==> src/rtl/core/cil_pkg.sv <==
// Package for the cursor image loader: sizes, format codes, the payload
// status struct shared by the intake and row engine, and a bit-reverse helper.
// Depends on nothing.
package cil_pkg;

  localparam int CURSOR_SIZE = 32;
  localparam int MAX_BYTES   = 1024;
  localparam int ADDR_W      = $clog2(MAX_BYTES);
  localparam int CNT_W       = $clog2(MAX_BYTES + 1);
  localparam int HDR_BYTES   = 16;
  localparam int HDR_W       = $clog2(HDR_BYTES);
  localparam int ROW_BYTES   = CURSOR_SIZE / 8;
  localparam int WB_W        = $clog2(ROW_BYTES + 1);
  localparam int ROWS_W      = $clog2(CURSOR_SIZE + 1);
  localparam int FIXED_MIN   = 2 * 4 + 2 * 2 * 16;
  localparam int FIXED_ROWS  = 16;
  localparam int FIXED_BPL   = 2;
  localparam int FIXED_CLR   = 8;
  localparam int FIXED_SET   = FIXED_CLR + FIXED_BPL * FIXED_ROWS;

  localparam logic [1:0] FMT_CLEAR = 2'd0;
  localparam logic [1:0] FMT_SIZED = 2'd1;
  localparam logic [1:0] FMT_FIXED = 2'd2;

  typedef struct packed {
    logic [CNT_W-1:0] count;
    logic             ovf;
    logic [31:0]      hot_x;
    logic [31:0]      hot_y;
    logic [31:0]      width;
    logic [31:0]      height;
  } cil_pay_t;

  function automatic logic [7:0] rev8(input logic [7:0] b);
    logic [7:0] r;
    for (int k = 0; k < 8; k++) r[7-k] = b[k];
    return r;
  endfunction

endpackage

==> src/rtl/core/cil_rows.sv <==
// Decode and row engine for the cursor image loader: format check, then
// per-row reads of the clear and set planes from the payload RAM and the
// output register. Depends on cil_pkg.
module cil_rows import cil_pkg::*; (
  input  logic               clk,
  input  logic               rst_n,
  input  logic               start,
  input  cil_pay_t           pay,
  input  logic [7:0]         ram_rdata,
  output logic [ADDR_W-1:0]  ram_raddr,
  output logic               idle,
  output logic               clear,
  output logic               out_valid,
  input  logic               out_ready,
  output logic [4:0]         out_row_index,
  output logic [31:0]        out_source_bits,
  output logic [31:0]        out_mask_bits,
  output logic [5:0]         out_cursor_width,
  output logic [5:0]         out_cursor_height,
  output logic signed [31:0] out_hot_x,
  output logic signed [31:0] out_hot_y,
  output logic [1:0]         out_format_used,
  output logic               out_final_row
);

  typedef enum logic [2:0] {
    S_IDLE, S_CHECK, S_SETUP, S_READ, S_DRAIN, S_OUT
  } state_t;

  state_t state_r;

  // Check-stage results.
  logic              cond_r, zero_r, small_r;
  logic [19:0]       prod_r;
  logic [WB_W-1:0]   ws_r;
  logic [ROWS_W-1:0] hs_r;

  // Cursor being emitted.
  logic [1:0]        fmt_r;
  logic [31:0]       hx_r, hy_r;
  logic [WB_W-1:0]   w_r;
  logic [ROWS_W-1:0] h_r;
  logic [ADDR_W-1:0] bpl_r, clr_r, set_r;
  logic [4:0]        row_r;
  logic [2:0]        k_r;
  logic [7:0]        c_r;
  logic [31:0]       src_r, msk_r;
  logic              rd_vld_r, rd_set_r;
  logic [1:0]        rd_j_r;

  // Selection made at setup.
  logic [CNT_W-1:0]  nm16;
  logic              sized_ok, fixed_ok;
  logic [1:0]        sel_fmt;
  logic [WB_W-1:0]   sel_w;
  logic [ROWS_W-1:0] sel_h;
  logic [ADDR_W-1:0] sel_bpl, sel_clr, sel_set;
  logic [31:0]       sel_hx, sel_hy;
  logic [3:0]        last_k;
  logic              final_row;
  logic              pos_w;

  assign nm16     = pay.count - CNT_W'(HDR_BYTES);
  assign sized_ok = !pay.ovf && pay.count >= CNT_W'(HDR_BYTES) && cond_r &&
                    (zero_r ? pay.count == CNT_W'(HDR_BYTES)
                            : (small_r && prod_r == 20'(nm16)));
  assign fixed_ok = pay.ovf || pay.count >= CNT_W'(FIXED_MIN);
  assign pos_w    = !pay.width[31] && pay.width != 32'd0;

  always_comb begin
    sel_fmt = FMT_CLEAR;
    sel_w   = '0;
    sel_h   = '0;
    sel_bpl = bpl_r;
    sel_clr = '0;
    sel_set = '0;
    sel_hx  = '0;
    sel_hy  = '0;
    if (sized_ok) begin
      sel_fmt = FMT_SIZED;
      sel_w   = ws_r;
      sel_h   = hs_r;
      sel_clr = ADDR_W'(HDR_BYTES);
      sel_set = ADDR_W'(CNT_W'(HDR_BYTES) + (nm16 >> 1));
      sel_hx  = pay.hot_x;
      sel_hy  = pay.hot_y;
    end else if (fixed_ok) begin
      sel_fmt = FMT_FIXED;
      sel_w   = WB_W'(FIXED_BPL);
      sel_h   = ROWS_W'(FIXED_ROWS);
      sel_bpl = ADDR_W'(FIXED_BPL);
      sel_clr = ADDR_W'(FIXED_CLR);
      sel_set = ADDR_W'(FIXED_SET);
      sel_hx  = pay.hot_x;
      sel_hy  = pay.hot_y;
    end
  end

  // Reads alternate clear byte then set byte for each visible byte of the row.
  assign ram_raddr = (k_r[0] ? set_r : clr_r) + ADDR_W'(k_r[2:1]);
  assign last_k    = {1'b0, w_r} * 4'd2 - 4'd1;
  assign final_row = (h_r == '0) || (ROWS_W'(row_r) + ROWS_W'(1) == h_r);

  always_ff @(posedge clk) begin
    if (!rst_n) begin
      state_r  <= S_IDLE;
      rd_vld_r <= 1'b0;
    end else begin
      rd_vld_r <= (state_r == S_READ);
      unique case (state_r)
        S_IDLE:  if (start) state_r <= S_CHECK;
        S_CHECK: state_r <= S_SETUP;
        S_SETUP: state_r <= (sel_h == '0 || sel_w == '0) ? S_OUT : S_READ;
        S_READ:  if ({1'b0, k_r} == last_k) state_r <= S_DRAIN;
        S_DRAIN: state_r <= S_OUT;
        S_OUT: begin
          if (out_ready) begin
            if (final_row)       state_r <= S_IDLE;
            else if (w_r == '0)  state_r <= S_OUT;
            else                 state_r <= S_READ;
          end
        end
        default: state_r <= S_IDLE;
      endcase
    end
  end

  // Datapath registers, no reset needed.
  always_ff @(posedge clk) begin
    rd_set_r <= k_r[0];
    rd_j_r   <= k_r[2:1];
    case (state_r)
      S_CHECK: begin
        cond_r  <= pay.width[2:0] == 3'd0 && !pay.height[0] && !pay.height[31];
        zero_r  <= pay.width == 32'd0 || pay.height == 32'd0;
        small_r <= !pay.width[31] && pay.width[31:13] == '0 && pay.height[31:10] == '0;
        prod_r  <= 20'(pay.width[12:3]) * 20'(pay.height[9:0]);
        bpl_r   <= ADDR_W'(pay.width[12:3]);
        if (!pos_w)                          ws_r <= '0;
        else if (pay.width[31:3] > 29'(ROW_BYTES)) ws_r <= WB_W'(ROW_BYTES);
        else                                 ws_r <= WB_W'(pay.width[5:3]);
        if (pay.height[31:6] != '0) hs_r <= ROWS_W'(CURSOR_SIZE);
        else                        hs_r <= ROWS_W'(pay.height[5:1]);
      end
      S_SETUP: begin
        fmt_r <= sel_fmt;
        w_r   <= sel_w;
        h_r   <= sel_h;
        bpl_r <= sel_bpl;
        clr_r <= sel_clr;
        set_r <= sel_set;
        hx_r  <= sel_hx;
        hy_r  <= sel_hy;
        row_r <= '0;
        k_r   <= '0;
        src_r <= '0;
        msk_r <= '0;
      end
      S_READ: k_r <= k_r + 3'd1;
      S_OUT: begin
        if (out_ready && !final_row) begin
          row_r <= row_r + 5'd1;
          clr_r <= clr_r + bpl_r;
          set_r <= set_r + bpl_r;
          k_r   <= '0;
          src_r <= '0;
          msk_r <= '0;
        end
      end
      default: ;
    endcase
    if (rd_vld_r) begin
      if (!rd_set_r) begin
        c_r <= ram_rdata;
      end else begin
        src_r[{rd_j_r, 3'b000} +: 8] <= rev8(ram_rdata);
        msk_r[{rd_j_r, 3'b000} +: 8] <= rev8(ram_rdata | c_r);
      end
    end
  end

  assign idle              = state_r == S_IDLE;
  assign clear             = state_r == S_SETUP;
  assign out_valid         = state_r == S_OUT;
  assign out_row_index     = row_r;
  assign out_source_bits   = src_r;
  assign out_mask_bits     = msk_r;
  assign out_cursor_width  = {w_r, 3'b000};
  assign out_cursor_height = h_r;
  assign out_hot_x         = hx_r;
  assign out_hot_y         = hy_r;
  assign out_format_used   = fmt_r;
  assign out_final_row     = final_row;

endmodule

==> config.mk <==
export PLATFORM = sky130hd
export DESIGN_NAME = cil_rows
export DESIGN_NICKNAME = d
export VERILOG_FILES = /design/src/rtl/core/cil_pkg.sv /design/src/rtl/core/cil_rows.sv
export SDC_FILE = /design/constraint.sdc
export NUM_CORES = 1
export LEC_CHECK = 0
export BUFFER_PORTS_ARGS = -buffer_cell sky130_fd_sc_hd__buf_2
export CAP_MARGIN = 5
export CORE_AREA = 4 4 156 158
export CTS_CLUSTER_DIAMETER = 120
export DETAILED_ROUTE_END_ITERATION = 12
export DIE_AREA = 0 0 160 162
export PLACE_DENSITY = 0.84
export SYNTH_ARGS = -nofsm -noshare
export SYNTH_HDL_FRONTEND = slang
export SYNTH_SLANG_ARGS = --single-unit
==> constraint.sdc <==
create_clock -name clk -period 9.9 [get_ports clk]
set_input_delay 0.99 -clock clk [delete_from_list [all_inputs] [get_ports clk]]
set_output_delay 0.99 -clock clk [all_outputs]
set_load 0.05 [all_outputs]
==> results.sh <==
export IMPL_clockBufferDepth=3
export IMPL_dp_hpwl_mm=26.00
export IMPL_maxCapViolCount=0
export IMPL_synthArstFlopShare=0
export IMPL_vias=10490
export IMPL_pwr_share_comb=0.352
export IMPL_die_y_um=162
export IMPL_total_leakage_power_nw=7.050
export IMPL_wl_per_cell_um=18.85
export IMPL_num_rows=56
export IMPL_hold_slack_ns=0.4667
export IMPL_synth_area_per_cell_um2=10.93
export IMPL_core_area_um2=23120
export IMPL_grt_pass1_wl_mm=53.27
export IMPL_remaining_drc_errors=0
export IMPL_grt_util_all_layers=0.2518
export IMPL_nets=1812
export IMPL_synth_compound_area_frac=0.09579
export IMPL_setup_tns_ns=0
export IMPL_cts_root_buffer="clkbuf_16"
export IMPL_maxSlewHeadroom=0.2121
export IMPL_setup_viol=0
export IMPL_tightest_slew_ns=1.178
export IMPL_seqPwrFrac=0.366
export IMPL_die_area_um2=25920
export IMPL_grt_max_degree=70
export IMPL_place_congestion=0.9382
export IMPL_synth_mux_area_frac=0.004570
export IMPL_fp_dieW_um=160
export IMPL_cts_hold_buf=0
export IMPL_yosysTopAreaCell="edfxtp_1"
export IMPL_clock_sinks=224
export IMPL_p_per_area_nw_per_um2=199.4
export IMPL_swShare=0.3406
export IMPL_synth_edff_count=153
export IMPL_critPathRequiredTime_ns=10.16
export IMPL_fillCellCount=1777
export IMPL_p_clk_frac=0.282
export IMPL_rsz0062_at_grt="no"
export IMPL_finClkSkew_ns=0.01817
export IMPL_dr_pass1_iters=7
export IMPL_cts_buffers=24
export IMPL_antenna_found_initial=0
export IMPL_max_vdd_ir_drop_uv=127.4
export IMPL_end_kind="register"
export IMPL_synthFlopType="edfxtp_1"
export IMPL_cts_tree="yes"
export IMPL_period_share=0.5550
export IMPL_postSynthRegisterBits=224
export IMPL_status="completed"
export IMPL_grt_overflow_total=0
export IMPL_final_common_cell="buf_2"
export IMPL_synth_top_area_share=0.3425
export IMPL_clkTransAtPathRegs_ns=0.06
export IMPL_path_class="in -> reg"
export IMPL_synth_cells=1227
export IMPL_hold_class="reg -> reg"
export IMPL_synthesis_area_um2=13410
export IMPL_syn2layout_area_growth_pct=18.78
export IMPL_hold_violations=0
export IMPL_synthAdderAreaFrac=0.1772
export IMPL_fmaxAchievable_mhz=182.0
export IMPL_vias_per_cell=5.776
export IMPL_final_cell_mix="buf_2 (309), edfxtp_1 (153), and2_1 (135)"
export IMPL_yosysUniqueCellTypes=65
export IMPL_ios=313
export IMPL_ant_nets=0
export IMPL_drive_gt1_frac=0.2379
export IMPL_cts_setup_buffers=0
export IMPL_n_antenna_cell=0
export IMPL_seq_area_frac_synth=0.4485
export IMPL_multi_input_area_um2=6842
export IMPL_h_tree_depth=1
export IMPL_synth_top_family_by_area="simple AND/OR/NAND/NOR gates"
export IMPL_yosys_area_share_simple=0.1812
export IMPL_first_global_vias=10410
export IMPL_start_kind="primary input"
export IMPL_crit_fanout=12
export IMPL_p_sw_w=0.001082
export IMPL_crit_arrival_ns=5.75
export IMPL_start_util=0.5801
export IMPL_final_max_slew_viol_count=0
export IMPL_netlist_top_cells_area="edfxtp_1 (34%), dfxtp_1 (11%), fa_1 (9.7%)"
export IMPL_regArea_um2=6016
export IMPL_drt_initial_drc_count=920
export IMPL_cts_resized=0
export IMPL_ys_warn_count=0
export IMPL_synth_xor_area_frac=0.04832
export IMPL_clk_latency_ns=0.52
export IMPL_fin_crit_ns=5.494
export IMPL_p_int_w=0.002095
export IMPL_postRouteWirelength_mm=34.23
export IMPL_io_buffers=309
## kinds of logic after synthesis
kind of cell,count (synthesis)
AO/OA/AOI/OAI,184
AND/OR/NAND/NOR,440
other,1
adder cells (fa/ha/maj),151
multiplexers,6
flip-flops,224
buffers and inverters,147
XOR/XNOR,74
## sequential cells by signal, summed over array words and instances (netlist names), 2 cells and up
| name | count |
|---|---|
| bpl_r | 10 |
| c_r | 8 |
| clr_r | 10 |
| hs_r | 6 |
| k_r | 3 |
| out_cursor_height | 6 |
| out_format_used | 2 |
| out_hot_x | 32 |
| out_hot_y | 32 |
| out_mask_bits | 32 |
| out_row_index | 5 |
| out_source_bits | 32 |
| prod_r | 20 |
| rd_j_r | 2 |
| set_r | 10 |
| state_r | 3 |
| w_r | 3 |
| ws_r | 3 |
## worst max-delay path, stage by stage
cell     delay, ns
buf_2         0.23
nand2_1       0.13
fa_1          0.55
inv_1         0.05
fa_1          0.49
inv_1         0.05
fa_1          0.47
inv_1         0.06
fa_1          0.52
inv_1         0.05
fa_1          0.53
inv_1         0.04
ha_1          0.32
o21a_1        0.14
o21a_1        0.15
nand4_1       0.10
o21ai_0       0.30
nor3_1        0.12
o31ai_1       0.23
a21oi_1       0.11
xnor2_1       0.12
## power groups by stage
stage	logic, W	registers [W]	clock network (W)
after global placement	0.00106	0.00118	0
after global routing	0.00125	0.00117	0.000951
after detailed placement	0.00110	0.00118	0
final	0.00112	0.00116	0.000895
after CTS	0.00112	0.00116	0.000908
after floorplan	0.000756	0.00127	0
## cell usage after synthesis (all sizes together) (18+ instances only)
library cell / count
and2: 135
edfxtp: 153
fa: 65
o21ai: 58
clkbuf: 44
a32o: 32
nor2: 45
xnor2: 50
buf: 18
inv: 85
ha: 86
nor3: 20
a21oi: 31
xor2: 24
nor4: 20
dfxtp: 71
nand3: 57
nor2b: 24
nand2: 69
## stage by stage
stage / worst slack, ns / instance area [um2] / instances / utilization / total power (W)
after CTS: 4.454 / 15930 / 1816 / 0.6891 / 0.003189
after global routing: 4.185 / 15930 / 1816 / 0.6891 / 0.003370
after detailed placement: 3.934 / 15140 / 1773 / 0.6547 / 0.002285
after global placement: 4.021 / 15140 / 1773 / 0.6547 / 0.002238
final: 4.406 / 15930 / 1816 / 0.6891 / 0.003177
after floorplan: 4.227 / 13420 / 1229 / - / 0.002024
## final cells by class
cell class,count,share of cell area
Inverter,85,0.02003
Timing Repair Buffer,316,0.1004
Clock inverter,11,0.007068
Sequential cell,224,0.3776
Tap cell,290,0.02277
Multi-Input combinational cell,858,0.4294
Clock buffer,32,0.04280
## layer usage
metal / share of wire / vias up / global-route usage
met5: 0 / - / 0
met1: 0.38 / 5049 / 0.3167
met2: 0.50 / 462 / 0.4376
met4: 0.038 / 0 / 0.09738
met3: 0.075 / 95 / 0.04364
li1: - / 4883 / -
## worst paths after layout
path | start | end | slack [ns] | cells past startpoint
setup / recovery | pay[40] | prod_r[18] | 4.41 | 21
hold / removal | out_mask_bits[21] | out_mask_bits[21] | 0.47 | 2
setup reg to reg | out_row_index[0] | clr_r[5] | 6.22 | 8
hold reg to reg | out_mask_bits[21] | out_mask_bits[21] | 0.47 | 2
Note: power is estimated with default switching activity, not from simulation.
