[src/rtl/core/cil_pkg.sv]
// Package for the cursor image loader: sizes, format codes, the payload
// status struct shared by the intake and row engine, and a bit-reverse helper.
// Depends on nothing.
package cil_pkg;

  localparam int CURSOR_SIZE = 32;
  localparam int MAX_BYTES   = 1024;
  localparam int ADDR_W      = $clog2(MAX_BYTES);
  localparam int CNT_W       = $clog2(MAX_BYTES + 1);
  localparam int HDR_BYTES   = 16;
  localparam int HDR_W       = $clog2(HDR_BYTES);
  localparam int ROW_BYTES   = CURSOR_SIZE / 8;
  localparam int WB_W        = $clog2(ROW_BYTES + 1);
  localparam int ROWS_W      = $clog2(CURSOR_SIZE + 1);
  localparam int FIXED_MIN   = 2 * 4 + 2 * 2 * 16;
  localparam int FIXED_ROWS  = 16;
  localparam int FIXED_BPL   = 2;
  localparam int FIXED_CLR   = 8;
  localparam int FIXED_SET   = FIXED_CLR + FIXED_BPL * FIXED_ROWS;

  localparam logic [1:0] FMT_CLEAR = 2'd0;
  localparam logic [1:0] FMT_SIZED = 2'd1;
  localparam logic [1:0] FMT_FIXED = 2'd2;

  typedef struct packed {
    logic [CNT_W-1:0] count;
    logic             ovf;
    logic [31:0]      hot_x;
    logic [31:0]      hot_y;
    logic [31:0]      width;
    logic [31:0]      height;
  } cil_pay_t;

  function automatic logic [7:0] rev8(input logic [7:0] b);
    logic [7:0] r;
    for (int k = 0; k < 8; k++) r[7-k] = b[k];
    return r;
  endfunction

endpackage

[src/rtl/core/cil_collect.sv]
// Byte intake for the cursor image loader: write pointer, overflow flag,
// header capture and payload RAM write port. Depends on cil_pkg.
module cil_collect import cil_pkg::*; (
  input  logic              clk,
  input  logic              rst_n,
  input  logic              in_valid,
  input  logic              take_en,
  input  logic [7:0]        in_data_byte,
  input  logic              in_last_byte,
  input  logic              clear,
  output logic              ram_we,
  output logic [ADDR_W-1:0] ram_waddr,
  output logic [7:0]        ram_wdata,
  output logic              start,
  output cil_pay_t          pay
);

  logic [CNT_W-1:0] cnt_r, cnt_nxt;
  logic             ovf_r, ovf_nxt;
  logic [7:0]       hdr_r [HDR_BYTES];
  logic             acc;
  logic             room;

  assign acc   = in_valid && take_en;
  assign room  = cnt_r < CNT_W'(MAX_BYTES);
  assign start = acc && in_last_byte;

  assign ram_we    = acc && room;
  assign ram_waddr = cnt_r[ADDR_W-1:0];
  assign ram_wdata = in_data_byte;

  always_comb begin
    cnt_nxt = cnt_r;
    ovf_nxt = ovf_r;
    if (clear) begin
      cnt_nxt = '0;
      ovf_nxt = 1'b0;
    end else if (acc) begin
      if (room) cnt_nxt = cnt_r + CNT_W'(1);
      else      ovf_nxt = 1'b1;
    end
  end

  always_ff @(posedge clk) begin
    if (!rst_n) begin
      cnt_r <= '0;
      ovf_r <= 1'b0;
    end else begin
      cnt_r <= cnt_nxt;
      ovf_r <= ovf_nxt;
    end
  end

  // Header bytes are kept in flops as well so the decode can see them at once.
  always_ff @(posedge clk) begin
    if (acc && cnt_r < CNT_W'(HDR_BYTES)) hdr_r[cnt_r[HDR_W-1:0]] <= in_data_byte;
  end

  assign pay.count  = cnt_r;
  assign pay.ovf    = ovf_r;
  assign pay.hot_x  = {hdr_r[0], hdr_r[1], hdr_r[2], hdr_r[3]};
  assign pay.hot_y  = {hdr_r[4], hdr_r[5], hdr_r[6], hdr_r[7]};
  assign pay.width  = {hdr_r[8], hdr_r[9], hdr_r[10], hdr_r[11]};
  assign pay.height = {hdr_r[12], hdr_r[13], hdr_r[14], hdr_r[15]};

endmodule

[config.mk]
export PLATFORM = sky130hd
export DESIGN_NAME = cil_collect
export DESIGN_NICKNAME = d
export VERILOG_FILES = /design/src/rtl/core/cil_pkg.sv /design/src/rtl/core/cil_collect.sv
export SDC_FILE = /design/constraint.sdc
export NUM_CORES = 1
export LEC_CHECK = 0
export ABC_AREA = 1
export BUFFER_PORTS_ARGS = -buffer_cell sky130_fd_sc_hd__buf_2
export CAP_MARGIN = 25
export CORE_UTILIZATION = 44
export CTS_CLUSTER_SIZE = 8
export DETAILED_ROUTE_END_ITERATION = 10
export PLACE_DENSITY = 0.86
export REMOVE_ABC_BUFFERS = 1
export SETUP_SLACK_MARGIN = 0.5
export SLEW_MARGIN = 20
export SYNTH_ARGS = -nofsm -noshare
export SYNTH_HDL_FRONTEND = slang
export SYNTH_SLANG_ARGS = --single-unit
[constraint.sdc]
create_clock -name clk -period 1.6 [get_ports clk]
set_input_delay 0.32 -clock clk [delete_from_list [all_inputs] [get_ports clk]]
set_output_delay 0.32 -clock clk [all_outputs]
set_load 0.01 [all_outputs]
==> results of run 1 <==
cell usage after synthesis, drive strengths merged:
master	n
nand4	4
nand2	23
inv	23
nor2	30
nor3	4
o21ai	4
dfxtp	12
o21a	1
edfxtp	128
a21oi	5
ha	4
nand3	11
buf	19
nand3b	1
report_power, final:
| group | switching (mW) | total [mW] | internal [mW] | leakage, nW |
|---|---|---|---|---|
| Combinational | 0.146 | 0.235 | 0.0887 | 1.31 |
| Clock | 1.51 | 3.60 | 2.09 | 0.255 |
| Sequential | 0.00736 | 4.01 | 4.00 | 1.26 |
worst reg2reg max path: cells and delay by family, from the launching register on:
kind | cells | cell delay (ps)
flops | 1 | 330
simple gates | 4 | 530
buf+inv | 3 | 380
per-layer routing:
| layer | share of wire, % | routed length (um) | vias to the layer above | GRT usage, % |
|---|---|---|---|---|
| met1 | 39 | 4471 | 1499 | 24.45 |
| met2 | 52 | 5990 | 166 | 34.51 |
| li1 | - | - | 1414 | - |
| met4 | 1.9 | 217 | 0 | 8.631 |
| met5 | 0 | 0 | - | 0 |
| met3 | 6.5 | 739 | 23 | 5.273 |
timing repair:
item	4_1_cts	5_1_grt
buffers inserted	24	6
pin swaps	6	10
gates resized for setup	84	50
setup endpoints to repair	291	291
endpoints found under the hold margin	0	0
hold buffers	0	0
cell families after synthesis:
group,after synthesis,synth area share (%)
buffers and inverters,42,4.801
DFF,140,85.62
AOI/OAI and AO/OA,10,1.102
adders and majority gates,4,1.049
and+or+nand+nor,73,7.424
sequential cells by signal, indices dropped and copies added (netlist names):
register,cells
cnt_r,11
hdr_r,128
ovf_r,1
area by class of cell:
type / count / area [sq um] / share of cell area, %
sequential: 140 / 4109 / 57.01
clock buffer: 18 / 417.9 / 5.799
tap: 136 / 170.2 / 2.361
inverter: 23 / 88.84 / 1.233
timing repair buffer: 233 / 1645 / 22.83
clock inverter: 14 / 137.6 / 1.910
multi-input combinational: 87 / 638.1 / 8.854
per-stage QoR:
step | area [sq um] | hold WS (ps) | TNS (ps)
CTS | 6964 | 114.2 | 0
detailed placement | 5888 | 475.8 | 0
global route | 7207 | 158.7 | -492.3
global placement | 5888 | 448.0 | 0
floorplan | 4627 | 418.9 | -6820
finish | 7207 | 156.6 | 0
worst paths after layout:
check        startpoint          end  slack (ps)
max            cnt_r[9]  hdr_r[1][0]          80
min               clear     cnt_r[0]         160
max reg2reg    cnt_r[9]  hdr_r[1][0]          80
min reg2reg       ovf_r        ovf_r         500
==> impl_results.md, run 1 <==
- Status: finished clean
- DP HPWL: roughly 6900 um
- Layout area overhead: 51.10%
- Top delay family on crit path: simple AND/OR/NAND/NOR gates
- Synth top area share: 80.59%
- # IOs: about 170
- I/O Buffers: about 170
- Commonest cells after routing, fill and taps aside: 136 x buf_2, 128 x edfxtp_1, 63 x buf_6, 34 x buf_4, 19 x nand2_1
- Core area: around 10000 sq um
- CTS Buf Count: 17
- Row count: 37
- Area leader, netlist: edfxtp_1
- Worst-Margin Slew: 586.8 ps
- Synth warn: 0
- Total gr overflow: 0
- Pwr dens: roughly 1100 nW/um^2
- Crit. End Element: flop
- Largest stage delay, worst path: ~330 ps
- WP buf/inv: 3
- Ranking of synthesized cells by area: edfxtp_1 81%, dfxtp_1 5.0%, buf_4 3.0%
- Cells after Synth: approximately 270
- Initial antenna violation count: 0
- Slew HR: roughly three fifths
- Critical path peak fanout: 8
- CP Data Arrival Time: about 1800 ps
- Crit Path Category: reg -> reg
- Number of fill cells: 679
- Max Fclk: about 0.66 GHz
- H-tree depth: 4
- Max cap viols: 0
- Cell leakage power: ~2.8 nW
- Die H: 106.1 um
- Mapped Avg Cell Area: between 15 and 20 sq um
- First-pass iteration count of the detailed router: 4
- Yosys cell types: 21
- CTS tree: built
- Final worst slack: 77.70 ps
- Hold/Removal Path Class: in -> reg
- Worst-path cell chain: inv_2 > nand4_1 > nor2_1 > buf_4 > nand3_4 > nor2_4 > buf_6
- Total power: between 7 and 8 mW
- Initial drt markers: 183
- CTS Buffer Depth: 2
- Clk sinks: 140
- Worst hold stages: 4
- Slew Limit Fails: 0
- Antenna Diode Count: 0
- VDD IR max: approximately 0.00058 V
- Post-DR vias/cell: around 4.8
- DP Worst Slack: 56.91 ps
- RD Place Congestion: around 0.80
- Critical Path Start Type: flop
- Final Critical Period: 1522 ps
- Die Footprint: ~11000 sq um
- First-pass GRT wire length: roughly 16000 um
- Area of the mapped netlist: approximately 4800 sq um
- Yosys reg bits: between 100 and 150
- Hold violation count in the final report: 0
- Critical path required time: ~1800 ps
- Seq/Total Area, Yosys: between 80% and 90%
- Number of global-route vias before repair: about 3k
- Number of setup violations in the final report: 0
- DRC: 0
- Post-route ant nets: 0
- Tcrit/Tclk final: 95.14%
- Commonest non-fill, non-tap cell in the layout: buf_2
- Clock Skew: 8.827 ps
- Post-Route Utilization: 69.19%
- Total Routing Usage GR: 20.29%
- Die Wd: between 100 and 150 um
- Worst skew pair latency: roughly 520 ps
- Via count: a little over 3k
- Final Non-Filler Cells: 651
- Starting density of the core: between 40% and 50%
- Share of cells above drive strength 1: between 60% and 70%
- CP Depth: 7
- Cells on worst reg2reg path: 7
- Wire per inst: between 15 and 20 um
- Final #Nets: 520
- Dpl cells: between 500 and 600
- CTS Root Cell: clkbuf_8
- WL final: 11420 um
- Crit-path slowest cell: dfxtp_2
- Largest net degree at the start of global routing: 18
- Clk slew on worst S/H paths: 60 ps
- Unrepaired setup endpoints after global routing: yes
Power figures use the tool's default switching activity.
==> run 2: changes to the inputs <==
--- a/config.mk
+++ b/config.mk
@@ -8,10 +8,10 @@
 export ABC_AREA = 1
 export BUFFER_PORTS_ARGS = -buffer_cell sky130_fd_sc_hd__buf_2
 export CAP_MARGIN = 25
-export CORE_UTILIZATION = 44
+export CORE_UTILIZATION = 49
 export CTS_CLUSTER_SIZE = 8
 export DETAILED_ROUTE_END_ITERATION = 10
-export PLACE_DENSITY = 0.86
+export PLACE_DENSITY = 0.9
 export REMOVE_ABC_BUFFERS = 1
 export SETUP_SLACK_MARGIN = 0.5
 export SLEW_MARGIN = 20
==> constraint.sdc (replaced) <==
create_clock -name clk -period 1.58 [get_ports clk]
set_input_delay 0.316 -clock clk [delete_from_list [all_inputs] [get_ports clk]]
set_output_delay 0.316 -clock clk [all_outputs]
set_load 0.01 [all_outputs]
==> impl_results.md, run 2 (synthesis results as in run 1) <==
- Crit. End Element: flop (unchanged)
- Number of setup violations in the final report: 0 (unchanged)
- CTS Buf Count: 17 (unchanged)
- Max Fclk: 0.6679 GHz (was 0.6569 GHz)
- WP buf/inv: 2 (was 3)
- I/O Buffers: 173 (unchanged)
- VDD IR max: 0.0007910 V (was 0.0005804 V)
- Number of fill cells: 526 (was 679)
- Hold EP: cnt_r[1] (was cnt_r[0])
- Unrepaired setup endpoints after global routing: yes (unchanged)
- Share of cells above drive strength 1: 59.17% (was 62.14%)
- WL final: 11710 um (was 11420 um)
- DRC: 0 (unchanged)
- Critical path required time: 1790 ps (was 1830 ps)
- Wire per inst: 18.41 um (was 17.54 um)
- First-pass iteration count of the detailed router: 4 (unchanged)
- Final Non-Filler Cells: 636 (was 651)
- Hold violation count in the final report: 0 (unchanged)
- RR Startpoint: cnt_r[8] (was cnt_r[9])
- CTS Root Cell: clkbuf_8 (unchanged)
- First-pass GRT wire length: 16250 um (was 16280 um)
- Tcrit/Tclk final: 94.77% (was 95.14%)
- Cells on worst reg2reg path: 6 (was 7)
- Worst-path cell chain: inv_2 > nand4_1 > nor2_4 > nand3_2 > nor2_2 > buf_6 (was inv_2 > nand4_1 > nor2_1 > buf_4 > nand3_4 > nor2_4 > buf_6)
- Total Routing Usage GR: 22.81% (was 20.29%)
- Pwr dens: 1193 nW/um^2 (was 1088 nW/um^2)
- Hold buffer count at CTS: 0 (unchanged)
- Hold/Removal Path Class: in -> reg (unchanged)
- Die Wd: 100.7 um (was 106.1 um)
- # IOs: 174 (unchanged)
- Final #Nets: 513 (was 520)
- CP Data Arrival Time: 1710 ps (was 1750 ps)
- Critical Path Start Type: flop (unchanged)
- RD Place Congestion: 0.8509 (was 0.7951)
- Largest stage delay, worst path: 330 ps (about the same)
- Cell leakage power: 2.844 nW (was 2.825 nW)
- Commonest cells after routing, fill and taps aside: 138 x buf_2, 128 x edfxtp_1, 44 x buf_6, 42 x buf_4, 22 x nor2_1 (was 136 x buf_2, 128 x edfxtp_1, 63 x buf_6, 34 x buf_4, 19 x nand2_1)
- Core area: 9328 sq um (was 10420 sq um)
- Via count: 3157 (was 3102)
- Largest register FFs: 128 (unchanged)
- Hold Path Origin: clear (unchanged)
- Top delay family on crit path: simple AND/OR/NAND/NOR gates (unchanged)
- Status: finished clean (unchanged)
- Die Footprint: 10130 sq um (was 11260 sq um)
- Clock Skew: 9.865 ps (was 8.827 ps)
- Post-Route Utilization: 76.02% (was 69.19%)
- Max cap viols: 0 (unchanged)
- Crit-path slowest cell: dfxtp_2 (unchanged)
- Crit Path Category: reg -> reg (unchanged)
- Worst hold stages: 4 (unchanged)
- Critical path peak fanout: 8 (unchanged)
- Largest net degree at the start of global routing: 18 (unchanged)
- Slew HR: 78.66% (was 60.84%)
- Number of global-route vias before repair: 2976 (was 2935)
- Commonest non-fill, non-tap cell in the layout: buf_2 (unchanged)
- Layout area overhead: 48.66% (was 51.10%)
- Final Critical Period: 1497 ps (was 1522 ps)
- Total gr overflow: 0 (unchanged)
- RR Endpoint: hdr_r[1][2] (was hdr_r[1][0])
- Worst-Margin Slew: 319.7 ps (was 586.8 ps)
- DP HPWL: 7045 um (was 6903 um)
- Antenna Diode Count: 0 (unchanged)
- Worst skew pair latency: 510 ps (was 520 ps)
- H-tree depth: 4 (unchanged)
- Row count: 35 (was 37)
- CTS tree: built (unchanged)
- Clk sinks: 140 (unchanged)
- Post-route ant nets: 0 (unchanged)
- Total power: 8.460 mW (was 7.842 mW)
- Dpl cells: 579 (was 589)
- Clk slew on worst S/H paths: 60 ps (about the same)
- Die H: 100.7 um (was 106.1 um)
- CTS Buffer Depth: 2 (unchanged)
- Starting density of the core: 51.13% (was 45.79%)
- Initial antenna violation count: 0 (unchanged)
- Slew Limit Fails: 0 (unchanged)
- Initial drt markers: 200 (was 183)
- Flop-to-flop setup slack: 80 ps (about the same)
- Post-DR vias/cell: 4.964 (was 4.765)
[run 2: cell types whose count changed in the layout (fill, tap and decap cells not counted), moves of 4 or more]
cell and delta:
bufinv_16 +4, buf_4 +8, nor2_1 +9, buf_6 -19
nor2_4 -6
[run 2: area by class of cell]
type,count,area [sq um],area share (%)
flip-flops and latches,140,4109,57.95
repair buffers,226,1541,21.74
multi-input cells,87,559.3,7.888
clock buffers,17,414.1,5.841
clock inverters,14,216.5,3.053
well taps,129,161.4,2.276
inverters,23,88.84,1.253
[run 2: worst max-delay path by stage]
stage          depth (start not counted)      from  slack, ps          end
2_1_floorplan                          3  cnt_r[1]        -90  hdr_r[3][0]
3_3_place_gp                           6  cnt_r[7]         20  hdr_r[9][3]
3_5_place_dp                           6  cnt_r[7]         10  hdr_r[9][0]
4_1_cts                                6  cnt_r[9]        100  hdr_r[1][1]
5_1_grt                                6  cnt_r[8]        -20  hdr_r[1][1]
6_report                               6  cnt_r[8]         80  hdr_r[1][2]
[run 2: routing by layer]
layer  track usage, %  wire length (um)  vias up
met4            8.138               106        0
met3            6.935               915       10
li1                 -                 -     1409
met2            38.41              6200      175
met5                0                 0        -
met1            28.04              4486     1563
[run 2: report_power, final]
group          internal (mW)  switching [mW]  leakage, nW
Clock                   2.72            1.45        0.301
Sequential              4.05         0.00740         1.26
Combinational         0.0840           0.144         1.29
[run 2: worst reg2reg max path: cells and delay by family (launching register included)]
| family | cells | cell delay [ps] |
|---|---|---|
| simple gates | 4 | 670 |
| flops | 1 | 330 |
| buf+inv | 2 | 210 |
[run 2: repair_timing]
action	CTS	global route
pin swaps	4	12
gates cloned	0	0
setup buffers	15	11
endpoints found under the setup margin	294	290
resized for setup	72	28
[run 2: through the flow]
stage	setup WS [ps]	cell area [sq um]	hold WS, ps	TNS (ps)
final	82.69	7091	95.50	0
after global routing	-22.42	7091	95.16	-305.3
after CTS	103.4	6865	65.52	0
after detailed placement	9.534	5857	481.1	0
after global placement	19.52	5857	456.4	0
after floorplan	-87.63	4627	414.9	-9380
